### src/hw/rtl/fol_pkg.sv
// Shared types and constants for the frequency-ordered list locate block.
// No dependencies; every other file in hw/rtl imports this package.
package fol_pkg;

    localparam int unsigned DEPTH       = 64;
    localparam int unsigned COUNT_WIDTH = 16;

    localparam int unsigned IDX_W  = $clog2(DEPTH);
    localparam int unsigned USED_W = $clog2(DEPTH + 1);

    // Fixed field widths of the request and result beats
    localparam int unsigned KEY_W    = 8;
    localparam int unsigned IN_IDX_W = 6;
    localparam int unsigned POS_W    = 6;
    localparam int unsigned CNT_OUT_W = 16;

    // Common width for comparing a request index against the fill count
    localparam int unsigned CMP_W = (USED_W > IN_IDX_W) ? USED_W : IN_IDX_W;

    localparam logic [COUNT_WIDTH-1:0] COUNT_MAX = '1;

    typedef enum logic [1:0] {
        REQ_APPEND = 2'd0,
        REQ_LOCATE = 2'd1,
        REQ_READ   = 2'd2,
        REQ_NONE   = 2'd3
    } t_req;

    typedef enum logic [1:0] {
        ST_FOUND    = 2'd0,
        ST_APPENDED = 2'd1,
        ST_FULL     = 2'd2,
        ST_MISS     = 2'd3
    } t_status;

    typedef struct packed {
        t_req                req_type;
        logic [KEY_W-1:0]    key;
        logic [IN_IDX_W-1:0] index;
    } t_in_beat;

    typedef struct packed {
        t_status              status;
        logic [POS_W-1:0]     position;
        logic [KEY_W-1:0]     key_out;
        logic [CNT_OUT_W-1:0] count_out;
    } t_out_beat;

    typedef struct packed {
        logic [KEY_W-1:0]       key;
        logic [COUNT_WIDTH-1:0] count;
    } t_entry;

    typedef enum logic [1:0] {
        CELL_HOLD  = 2'd0,
        CELL_WRITE = 2'd1,
        CELL_MOVE  = 2'd2
    } t_cell_op;

    // Broadcast from the sequencer to every cell of the row
    typedef struct packed {
        t_cell_op          op;
        t_entry            new_entry;  // key to match, count to rank against
        logic [USED_W-1:0] used;
        logic [IDX_W-1:0]  hit;        // where the located entry sits now
        logic [IDX_W-1:0]  ins;        // where the new or moved entry lands
        logic [IDX_W-1:0]  sel_pos;    // entry driven onto the read bus
    } t_cell_ctrl;

endpackage

### src/hw/rtl/fol_prio.sv
// First-set-bit finder over the cell row, built as a balanced tree.
// Depends on fol_pkg.
module fol_prio (
    input  logic [fol_pkg::DEPTH-1:0] i_bits,
    output logic                      o_found,
    output logic [fol_pkg::IDX_W-1:0] o_idx
);
    import fol_pkg::*;

    localparam int unsigned LEAVES = 2 ** IDX_W;

    logic [2*LEAVES-1:1] node_v;
    logic [IDX_W-1:0]    node_i [1:2*LEAVES-1];

    genvar g;
    generate
        for (g = 0; g < LEAVES; g++) begin : g_leaf
            if (g < DEPTH) begin : g_real
                assign node_v[LEAVES+g] = i_bits[g];
            end else begin : g_pad
                assign node_v[LEAVES+g] = 1'b0;
            end
            assign node_i[LEAVES+g] = IDX_W'(g);
        end
        for (g = 1; g < LEAVES; g++) begin : g_node
            // prefer the lower half
            assign node_v[g] = node_v[2*g] | node_v[2*g+1];
            assign node_i[g] = node_v[2*g] ? node_i[2*g] : node_i[2*g+1];
        end
    endgenerate

    assign o_found = node_v[1];
    assign o_idx   = node_i[1];

endmodule

### config.mk
export PLATFORM = sky130hd
export DESIGN_NAME = fol_prio
export DESIGN_NICKNAME = d
export VERILOG_FILES = /design/src/hw/rtl/fol_pkg.sv /design/src/hw/rtl/fol_prio.sv
export SDC_FILE = /design/constraint.sdc
export NUM_CORES = 1
export LEC_CHECK = 0
export BUFFER_PORTS_ARGS = -buffer_cell sky130_fd_sc_hd__buf_2
export CORE_UTILIZATION = 39
export DETAILED_ROUTE_END_ITERATION = 10
export PLACE_DENSITY_LB_ADDON = 0.3
export SLEW_MARGIN = 10
export SYNTH_ARGS = -nofsm -noshare
export SYNTH_HDL_FRONTEND = slang
export SYNTH_SLANG_ARGS = --single-unit
### constraint.sdc
create_clock -name vclk -period 2.7
set_clock_uncertainty 0.2 [all_clocks]
set_input_delay 0.54 -clock vclk [all_inputs]
set_output_delay 0.54 -clock vclk [all_outputs]
set_load 0.01 [all_outputs]
# ---- After elaboration in Yosys (flattened, before gate mapping)
# Index checks and enable logic that the tools add are counted.
dict set report totals {
  word_cells 126
  output_inout_bits 7
  in_bits 64
  reg_bits 0
}
dict set report op_classes {
  mux 63
  bitwise 63
}
# cell count
set ops {}
lappend ops {{6-bit 2-to-1 mux} 31}
lappend ops {{1-bit bitwise OR} 63}
lappend ops {{1-bit 2-to-1 mux} 32}

# ---- Longest topological paths before layout
dict set report logic_depth {
  word_depth 6
  mapped_depth 5
  depth_no_buf 5
}

# ---- Least setup slack after synthesis
# No wires, ideal clock.
dict set report synth_path {
  kind {input-to-output}
  startpoint {in i_bits[21] in the netlist's numbering}
  endpoint {out o_idx[0] in the netlist's numbering}
  t_arrival_ns 2.020
  path_slack_ns -0.060
  cell_stages 5
  path_buffers 0
  required_time_ns 1.960
  path_cell_list {or4_4 -> nand2b_4 -> nor3_4 -> o31ai_1 -> o311a_1}
}
dict set report synth_between {
  elab_chain_cells 6
  word_cells_on_any_way 10
  cone_classes {mux: 5; bitwise: 5}
}
# element line
set synth_lines {}
lappend synth_lines {{from (decl)} fol_prio.sv:4} ;# input logic [fol_pkg::DEPTH-1:0] i_bits,
lappend synth_lines {{1-bit bitwise OR *} fol_prio.sv:27} ;# assign node_v[g] = node_v[2*g] | node_v[2*g+1];
lappend synth_lines {{6-bit 2-to-1 mux / 1-bit bitwise OR (equally long branches) (4 in a row)} {fol_prio.sv:28, fol_prio.sv:27}}
lappend synth_lines {{6-bit 2-to-1 mux *} fol_prio.sv:28} ;# assign node_i[g] = node_v[2*g] ? node_i[2*g] : node_i[2*g+1];
lappend synth_lines {{to (decl)} fol_prio.sv:6} ;# output logic [fol_pkg::IDX_W-1:0] o_idx
# Every way passes the cells marked *; elsewhere a longest branch is shown, timed or not.

# ---- Worst setup path in the final report
dict set report layout_path {
  startpoint {in i_bits[48] in the netlist's numbering}
  endpoint {out o_idx[0] in the netlist's numbering}
}
dict set report layout_between {
  elab_chain_cells 6
  word_cells_on_any_way 9
  cone_classes {mux: 6; bitwise: 3}
}
# element line
set layout_lines {}
lappend layout_lines {{1-bit 2-to-1 mux / 1-bit bitwise OR (equally long branches)} {fol_prio.sv:28, fol_prio.sv:27}}
lappend layout_lines {{6-bit 2-to-1 mux / 1-bit bitwise OR (equally long branches) (2 in a row)} {fol_prio.sv:28, fol_prio.sv:27}}
lappend layout_lines {{6-bit 2-to-1 mux * (3 in a row)} fol_prio.sv:28}
# Marks and branches as above.

==> run summary <==
Worst Min Path Start: i_bits[63]
Height of the die: 45.77 µm
Cell taking the most area after synthesis: nor2_1
Fin crit share: 1.050
Crit-path max FO: 2
Buf/Inv on CP: 2
Remaining DRCs: 0
Cell area after synthesis: 747.0 µm²
Power consumption: 0.0001670 W
Total number of vias: 1462
Hold-critical path endpoint: o_found
Synth Area per Inst: 6.439 µm²
Synthesized net count: 180
Hold Vio Cnt, Final: 0
Final worst slack: -0.1339 ns
Multi-input combinational cell area: 814.5 µm²
Post-synth top cells: nor2_1 (20), a21oi_1 (12), nor3_1 (12)
Top cell family by delay on the critical path: simple AND/OR/NAND/NOR gates
CP startpoint kind: input port
Core Util, Final: 0.8504
Final Setup Violations: 4
Distinct cells, synth: 34
Maxcap violations: 0
Total GRT Usage: 0.3252
Worst vdd ir: 66.36 µV
Sum Neg Setup Slack: -0.3799 ns
Cell Pwr Density: 111.3 mW/mm²
Hold slack final: 1.260 ns
Sequential share of the synthesized area: 0
Final ANT Viol Nets: 0
Congestion Overflow GR: 0
Yosys top cell area share: 0.1005
Syn Inst Count: 116
Routed Wire Length: 3778 µm
Min cycle time layout: 2.834 ns
Leak: 0.7176 nW
Worst setup path class: input port to output port
Area Overhead vs Synth: 100.8%
CP dominant cell by count: buf_2
Initial antenna violation count: 0
# nets final: 283
Die X: 45.77 µm
Initial Utilization: 0.4234
Starting DRT DRC Count: 46
Slowest cell delay on critical path: 0.54 ns
Gpl congestion: 0.8480
DR vias/cell: 6.041
Ports: 71
Max stage delay cell, worst path: or4_4
Synth area leaders: nor2_1 (10%), nor4_2 (8.4%), a21oi_1 (8.0%), nor3_1 (8.0%), nor4_4 (5.7%)
Hold_buf cts: 0
Min-Delay Path Depth: 4
ANT cells: 0
Status: complete, but fails checks
Port Buffers: 71
Pre-CTS setup slack: -0.1976 ns
First-pass GRT wire length: 5154 µm
Hpwl dp: 2666 µm
CORE AREA: 0.001764 mm²
CP Cell Sequence: buf_2 -> or4_4 -> nor2_4 -> o221a_1 -> a2111oi_4 -> o311a_1 -> buf_2
Pin count of the biggest net entering global routing: 6
DR WL/cell: 15.61 µm
Failing checks: negative setup slack
Crit path DAT: 2.09 ns
First drt pass iteration count: 4
Slew Limit Fails: 0
Crit. End Element: output port
Most frequent cell after synthesis: nor2_1
Clock buffer cells: 0
Fmax: 352.9 MHz
Rel. slew slack: 0.7346
Reg area: 0 µm²
CP required: 1.96 ns
Rows: 15
Vias in the first global route: 1331
Num sequential: 0
Setup repair after global routing missed its margin: true
Hold Path Class: input port to output port
Worst slew pin tran: 0.3949 ns
Die Area: 0.002094 mm²
Syn. warnings: 0
Layout cells sized above 1: 0.5760
# fillers: 114
metrics by stage:
| stage | cells | instance area [µm²] |
|---|---|---|
| global route | 242 | 1500 |
| detailed placement | 239 | 1336 |
| finish | 242 | 1500 |
| global placement | 239 | 1336 |
| CTS | 241 | 1428 |
| floorplan | 116 | 747.0 |
worst max path at each step:
stage / from / end / slack [ns] / cells past startpoint
global route: i_bits[55] / o_idx[1] / -0.18 / 8
global placement: i_bits[53] / o_idx[3] / -0.15 / 8
floorplan: i_bits[21] / o_idx[0] / -0.02 / 5
detailed placement: i_bits[57] / o_idx[0] / -0.20 / 7
finish: i_bits[48] / o_idx[0] / -0.13 / 7
CTS: i_bits[55] / o_idx[1] / -0.06 / 8
what timing repair did:
| item | 4_1_cts | 5_1_grt |
|---|---|---|
| buffers inserted | 2 | 1 |
| pin swaps | 11 | 3 |
| gates resized for setup | 15 | 10 |
| setup endpoints to repair | 4 | 4 |
routing by layer:
metal | vias to the layer above | global-route usage | part of all wire
met1 | 673 | 0.3522 | 0.37
li1 | 665 | - | -
met4 | 0 | 0.08824 | 0.051
met3 | 24 | 0.02381 | 0.069
met2 | 100 | 0.6571 | 0.51
met5 | - | 0 | 0
cell usage in the layout (no fill, tap or decap), types with 3 or more instances in the layout:
master / n
buf_2: 67
buf_4: 28
nor2_1: 18
a21oi_1: 12
inv_1: 11
nor3_1: 10
buf_6: 6
nor4_2: 5
nor4_4: 5
nand2_1: 5
o21ai_0: 5
nor2b_1: 5
o31ai_1: 4
o21bai_1: 4
or4_4: 3
nor4_1: 3
cells by family after synthesis:
| logic type | after synthesis | synth area share |
|---|---|---|
| AO/OA/AOI/OAI | 40 | 0.3702 |
| buffers and inverters | 11 | 0.05528 |
| AND/OR/NAND/NOR | 65 | 0.5745 |
where the power goes:
part	total [W]	switching, W	internal [W]	leakage (nW)
combinational	0.000167	0.0000850	0.0000820	0.718
clock	0	0	0	0
sequential	0	0	0	0
total	0.000167	0.0000850	0.0000820	0.718
final cells by class:
| cell class | count | area share |
|---|---|---|
| multi-input cells | 105 | 0.5430 |
| repair buffers | 101 | 0.4087 |
| inverters | 11 | 0.02752 |
| well taps | 25 | 0.02085 |
No activity file was read; power rests on OpenSTA's default activity.
