--- src/hw/rtl/fol_pkg.sv ---
// Shared types and constants for the frequency-ordered list locate block.
// No dependencies; every other file in hw/rtl imports this package.
package fol_pkg;

    localparam int unsigned DEPTH       = 64;
    localparam int unsigned COUNT_WIDTH = 16;

    localparam int unsigned IDX_W  = $clog2(DEPTH);
    localparam int unsigned USED_W = $clog2(DEPTH + 1);

    // Fixed field widths of the request and result beats
    localparam int unsigned KEY_W    = 8;
    localparam int unsigned IN_IDX_W = 6;
    localparam int unsigned POS_W    = 6;
    localparam int unsigned CNT_OUT_W = 16;

    // Common width for comparing a request index against the fill count
    localparam int unsigned CMP_W = (USED_W > IN_IDX_W) ? USED_W : IN_IDX_W;

    localparam logic [COUNT_WIDTH-1:0] COUNT_MAX = '1;

    typedef enum logic [1:0] {
        REQ_APPEND = 2'd0,
        REQ_LOCATE = 2'd1,
        REQ_READ   = 2'd2,
        REQ_NONE   = 2'd3
    } t_req;

    typedef enum logic [1:0] {
        ST_FOUND    = 2'd0,
        ST_APPENDED = 2'd1,
        ST_FULL     = 2'd2,
        ST_MISS     = 2'd3
    } t_status;

    typedef struct packed {
        t_req                req_type;
        logic [KEY_W-1:0]    key;
        logic [IN_IDX_W-1:0] index;
    } t_in_beat;

    typedef struct packed {
        t_status              status;
        logic [POS_W-1:0]     position;
        logic [KEY_W-1:0]     key_out;
        logic [CNT_OUT_W-1:0] count_out;
    } t_out_beat;

    typedef struct packed {
        logic [KEY_W-1:0]       key;
        logic [COUNT_WIDTH-1:0] count;
    } t_entry;

    typedef enum logic [1:0] {
        CELL_HOLD  = 2'd0,
        CELL_WRITE = 2'd1,
        CELL_MOVE  = 2'd2
    } t_cell_op;

    // Broadcast from the sequencer to every cell of the row
    typedef struct packed {
        t_cell_op          op;
        t_entry            new_entry;  // key to match, count to rank against
        logic [USED_W-1:0] used;
        logic [IDX_W-1:0]  hit;        // where the located entry sits now
        logic [IDX_W-1:0]  ins;        // where the new or moved entry lands
        logic [IDX_W-1:0]  sel_pos;    // entry driven onto the read bus
    } t_cell_ctrl;

endpackage

--- src/hw/rtl/fol_cell.sv ---
// One slot of the ordered table: holds a key and a count, shifts with neighbors.
// Depends on fol_pkg.
module fol_cell (
    input  logic                      i_clk,
    input  logic [fol_pkg::IDX_W-1:0] i_pos,
    input  fol_pkg::t_cell_ctrl       i_ctrl,
    input  fol_pkg::t_entry           i_left,
    input  fol_pkg::t_entry           i_right,
    output fol_pkg::t_entry           o_entry,
    output fol_pkg::t_entry           o_sel,
    output logic                      o_match,
    output logic                      o_cand
);
    import fol_pkg::*;

    t_entry r_entry;
    t_entry n_entry;
    logic   used_here;

    assign used_here = USED_W'(i_pos) < i_ctrl.used;

    assign o_match = used_here && (r_entry.key == i_ctrl.new_entry.key);
    // candidate landing spot: not the moving entry, count not above the new one
    assign o_cand  = used_here && (i_pos != i_ctrl.hit)
                     && (r_entry.count <= i_ctrl.new_entry.count);

    assign o_sel   = (i_pos == i_ctrl.sel_pos) ? r_entry : '0;
    assign o_entry = r_entry;

    always_comb begin
        n_entry = r_entry;
        case (i_ctrl.op)
            CELL_WRITE: begin
                if (i_pos == i_ctrl.ins) n_entry = i_ctrl.new_entry;
            end
            CELL_MOVE: begin
                if (i_pos == i_ctrl.ins) begin
                    n_entry = i_ctrl.new_entry;
                end else if (i_ctrl.ins < i_ctrl.hit && i_pos > i_ctrl.ins
                             && i_pos <= i_ctrl.hit) begin
                    n_entry = i_left;
                end else if (i_ctrl.ins > i_ctrl.hit && i_pos >= i_ctrl.hit
                             && i_pos < i_ctrl.ins) begin
                    n_entry = i_right;
                end
            end
            default: begin
                n_entry = r_entry;
            end
        endcase
    end

    always_ff @(posedge i_clk) begin
        r_entry <= n_entry;
    end

endmodule
--- config.mk ---
export PLATFORM = sky130hd
export DESIGN_NAME = fol_cell
export DESIGN_NICKNAME = d
export VERILOG_FILES = /design/src/hw/rtl/fol_pkg.sv /design/src/hw/rtl/fol_cell.sv
export SDC_FILE = /design/constraint.sdc
export NUM_CORES = 1
export LEC_CHECK = 0
export BUFFER_PORTS_ARGS = -buffer_cell sky130_fd_sc_hd__buf_4
export CORE_UTILIZATION = 40
export CTS_CLUSTER_SIZE = 30
export DETAILED_ROUTE_END_ITERATION = 6
export GPL_ROUTABILITY_DRIVEN = 0
export PLACE_DENSITY_LB_ADDON = 0.25
export SKIP_CTS_REPAIR_TIMING = 1
export SYNTH_ARGS = -nofsm -noshare
export SYNTH_HDL_FRONTEND = slang
export SYNTH_SLANG_ARGS = --single-unit
--- constraint.sdc ---
create_clock -name i_clk -period 4.6 [get_ports i_clk]
set_input_delay 1.38 -clock i_clk [delete_from_list [all_inputs] [get_ports i_clk]]
set_output_delay 1.38 -clock i_clk [all_outputs]
set_load 0.05 [all_outputs]
# Word level (Yosys, flattened, before mapping)
# Cells that the tools add are included.
dict set report totals {
  ff_bits 24
  word_cells 33
}
dict set report classes {
  n_lt_le_gt_ge 8
  n_eq_ne 8
  muxes 6
  reduce_logical 9
}
# cell count
set ops {}
lappend ops {{24-bit 2-to-1 mux} 5}
lappend ops {{24-bit one-hot mux with 2 select lines} 1}
lappend ops {{16-bit less-or-equal comparator} 1}
lappend ops {{6-bit equality test} 2}
lappend ops {{6-bit > comparator} 2}
lappend ops {{6-bit < comparator} 2}
lappend ops {{8-bit equality test} 1}
lappend ops {{1-bit logical AND} 7}
lappend ops {{6-bit by 7-bit < comparator with 1-bit output} 1}
lappend ops {{6-bit >= comparator} 1}
lappend ops {{6-bit less-or-equal comparator} 1}
lappend ops {{6-bit != test} 1}
lappend ops {{4-bit != test, second input constant} 1}
lappend ops {{3-bit AND reduction} 1}
lappend ops {{2-bit by 1-bit equality test with 1-bit output, second input constant} 1}
lappend ops {{2-bit equality test, second input constant} 1}
lappend ops {{2-bit != test, second input constant} 1}
lappend ops {{2-bit nonzero test} 1}

# Logic depth before layout (Yosys ltp)
dict set report depth {
  depth_word 7
  depth_mapped 9
  mapped_depth_nobuf 8
}

# Worst setup path after synthesis
# No wires, ideal clock.
dict set report synth_path {
  kind {input to output}
  start {input port i_ctrl[38] (netlist name)}
  end {output port o_cand}
  arrival_ps 4820
  required_time_ps 3220
  path_slack_ps -1600
  path_stages 7
  path_buffers 0
  cell_sequence {inv_1 ha_1 a21o_1 a21o_1 a211oi_1 o31ai_1 a2111oi_0}
}
dict set report synth_between {
  elab_chain_cells 2
}
# item line_no
set synth_lines {}
lappend synth_lines {{start: declaration} fol_cell.sv:6} ;# input fol_pkg::t_cell_ctrl i_ctrl,
lappend synth_lines {{16-bit less-or-equal comparator} fol_cell.sv:25} ;# && (r_entry.count <= i_ctrl.new_entry.count);
lappend synth_lines {{1-bit logical AND} fol_cell.sv:25}
lappend synth_lines {{end: declaration} fol_cell.sv:12} ;# output logic o_cand
# No other way between the ends.

# Worst setup path in the final report
dict set report layout_path {
  start {input port i_ctrl[36] (netlist name)}
  end {output port o_cand}
}
# The elaborated chain is that of the path after synthesis.

==> flow_summary.json <==
{
  "ys_top_cells_by_area": "edfxtp_1 (28%), ha_1 (20%), mux2i_1 (9.2%)",
  "drive_gt1_frac": 0.4099,
  "slowest_stage": "or4_4",
  "worst_pin_slew_ns": 0.5550,
  "cts_max_level": 1,
  "clock.fmax_mhz": 223.0,
  "clockRootBuffer": "clkbuf_8",
  "slowest_delay_ns": 0.56,
  "synth-simple-area-share": 0.1562,
  "coreArea_um2": 6314,
  "synth_top_family_by_area": "adder cells",
  "wirelength_um": 6962,
  "initial_utilization": 0.4122,
  "ant_nets": 0,
  "rsz0062_at_grt": "false",
  "slew_headroom": 0.6300,
  "synth_nets": 434,
  "drt_iter0_markers": 70,
  "fin_crit_sh": 0.9749,
  "synth_common_cells": "inv_1 (42), ha_1 (41), nand2_1 (29)",
  "crit_fanout": 3,
  "yosysUniqueCellTypes": 41,
  "synth_top_flop_cell": "edfxtp_1",
  "dr.pass1.iters": 4,
  "synth_top_area_share": 0.2769,
  "rows": 29,
  "fin_crit_ns": 4.485,
  "worst_ep_arrival_time_ns": 3.10,
  "cts_buffers": 3,
  "timing.hold.ws_ns": 1.398,
  "synth.most_common_cell": "inv_1",
  "synth_xor_area_frac": 0.04712,
  "port_buffers": 155,
  "final_area_um2": 3988,
  "status": "completed",
  "die_h_um": 82.66,
  "drc_errors": 0,
  "setup_violations": 0,
  "tritoncts": "yes",
  "synthAdderAreaFrac": 0.1971,
  "grt_max_degree": 49,
  "startpoint_type": "input pin",
  "post_dp_cell_area_um2": 3886,
  "yosysSeqAreaShare": 0.2769,
  "drt-vias-per-instance": 4.893,
  "final-hold-violation-count": 0,
  "antenna_found_initial": 0,
  "cp-end-kind": "output port",
  "fillers": 566,
  "ir_drop_v": 0.0001660,
  "pre_cts_ws_ns": -0.008719,
  "grtUsageTotal": 0.1967,
  "path_clk_slew_ns": 0.10,
  "nets": 592,
  "synth-compound-area-share": 0.1437,
  "critPathRequiredTime_ns": 3.22,
  "synth-seq-cells": 24,
  "syn_to_final_growth_pct": 53.22,
  "async_flop_share": 0,
  "setup_ws_ns": 0.1155,
  "crit_type": "input pin to output port",
  "synth_top_area_cell": "edfxtp_1",
  "route.vias.total": 2549,
  "synth_mux_area_frac": 0.09231,
  "clock_sink_count": 24,
  "synthesis.area_um2": 2602,
  "avgSynthCellArea_um2": 9.068,
  "drv_slew": 0,
  "power.leakage_nw": 2.049,
  "grt_pass1_vias": 2380,
  "min_path_type": "input pin to flop",
  "synth_edf_count": 24,
  "grt_pass1_wl_um": 10330,
  "cellPowerDensity_nw_per_um2": 246.1,
  "largest_register_ffs": 24,
  "postSynthCellCount": 287,
  "wire_per_inst_um": 13.36,
  "ys.warnings.count": 0,
  "dieArea_um2": 6833,
  "insertedDiodeCount": 0,
  "hpwl_um": 5870,
  "ios": 156,
  "max-cap-violations": 0,
  "fp.dieW_um": 82.66,
  "utilization": 0.6316,
  "worstPathCellList": "buf_4, inv_1, ha_1, nand4_1, or4_4, a2111oi_4, buf_6",
  "cts_buffer_depth": 2,
  "overflow": 0
}
==> cells in the final DEF, fill, tap and decap left out, drive strengths merged <==
master   count
nand4        7
edfxtp      24
or4          1
and2        23
o221ai       2
ha          41
o21bai       1
nor2         2
nand2       29
nor2b        2
a21o         9
nand3        3
xor2        10
nor3         2
buf        162
o211ai       2
a221oi       2
a211oi       3
xnor2        4
a31oi        1
mux2i       24
nand2b       1
nor3b        1
inv         43
nor4         3
clkbuf       3
o21ai       24
bufinv       1
and4         1
a2111oi      1
o31ai        1
or2          1
a21oi        9
a211o        1
==> cells by family after synthesis <==
kind of cell	after synthesis
compound gates	56
buf+inv	52
mux	24
simple gates	76
xor+xnor	14
fa+ha+maj	41
flops	24
==> report_power, final <==
group	switching [mW]	internal [mW]	leakage, nW
logic	0.278	0.203	1.79
registers	0.0270	0.283	0.225
clock network	0.0736	0.116	0.0357
==> metrics by stage <==
step                total power, mW  setup TNS [ns]  cells
CTS                          0.9838        -0.01977    520
floorplan                    0.6125               0    287
global placement             0.7839       -0.002044    516
finish                       0.9813               0    521
global route                  1.044               0    521
detailed placement           0.7931       -0.008719    516
==> per-layer routing <==
layer / vias to the layer above / wire length [um] / global-route usage
met1: 1149 / 2807 / 0.2361
met2: 78 / 3701 / 0.3713
met4: 0 / 48 / 0.03793
met5: - / 0 / 0
li1: 1318 / - / -
met3: 4 / 405 / 0.02527
==> critical path, delay by kind of cell <==
kind | cells | cell delay (ns)
AOI/OAI and AO/OA | 1 | 0.40
adders and majority gates | 1 | 0.30
buffers and inverters | 3 | 0.32
and+or+nand+nor | 2 | 0.70
==> area by class of cell <==
cell class                 instances  area [um^2]  area share
multi-input combinational        211         1718      0.4308
timing repair buffer             162         1220      0.3059
clock buffer                       3        41.29     0.01035
inverter                          43        161.4     0.04048
tap                               77        96.34     0.02416
sequential                        24        720.7      0.1807
clock inverter                     1        30.03    0.007531
==> final timing paths <==
kind,startpoint,end,slack (ns),cells after the start
min,i_ctrl[37],o_entry[12],1.40,3
max,i_ctrl[36],o_cand,0.12,7
Note: power is estimated with default switching activity, not from simulation.
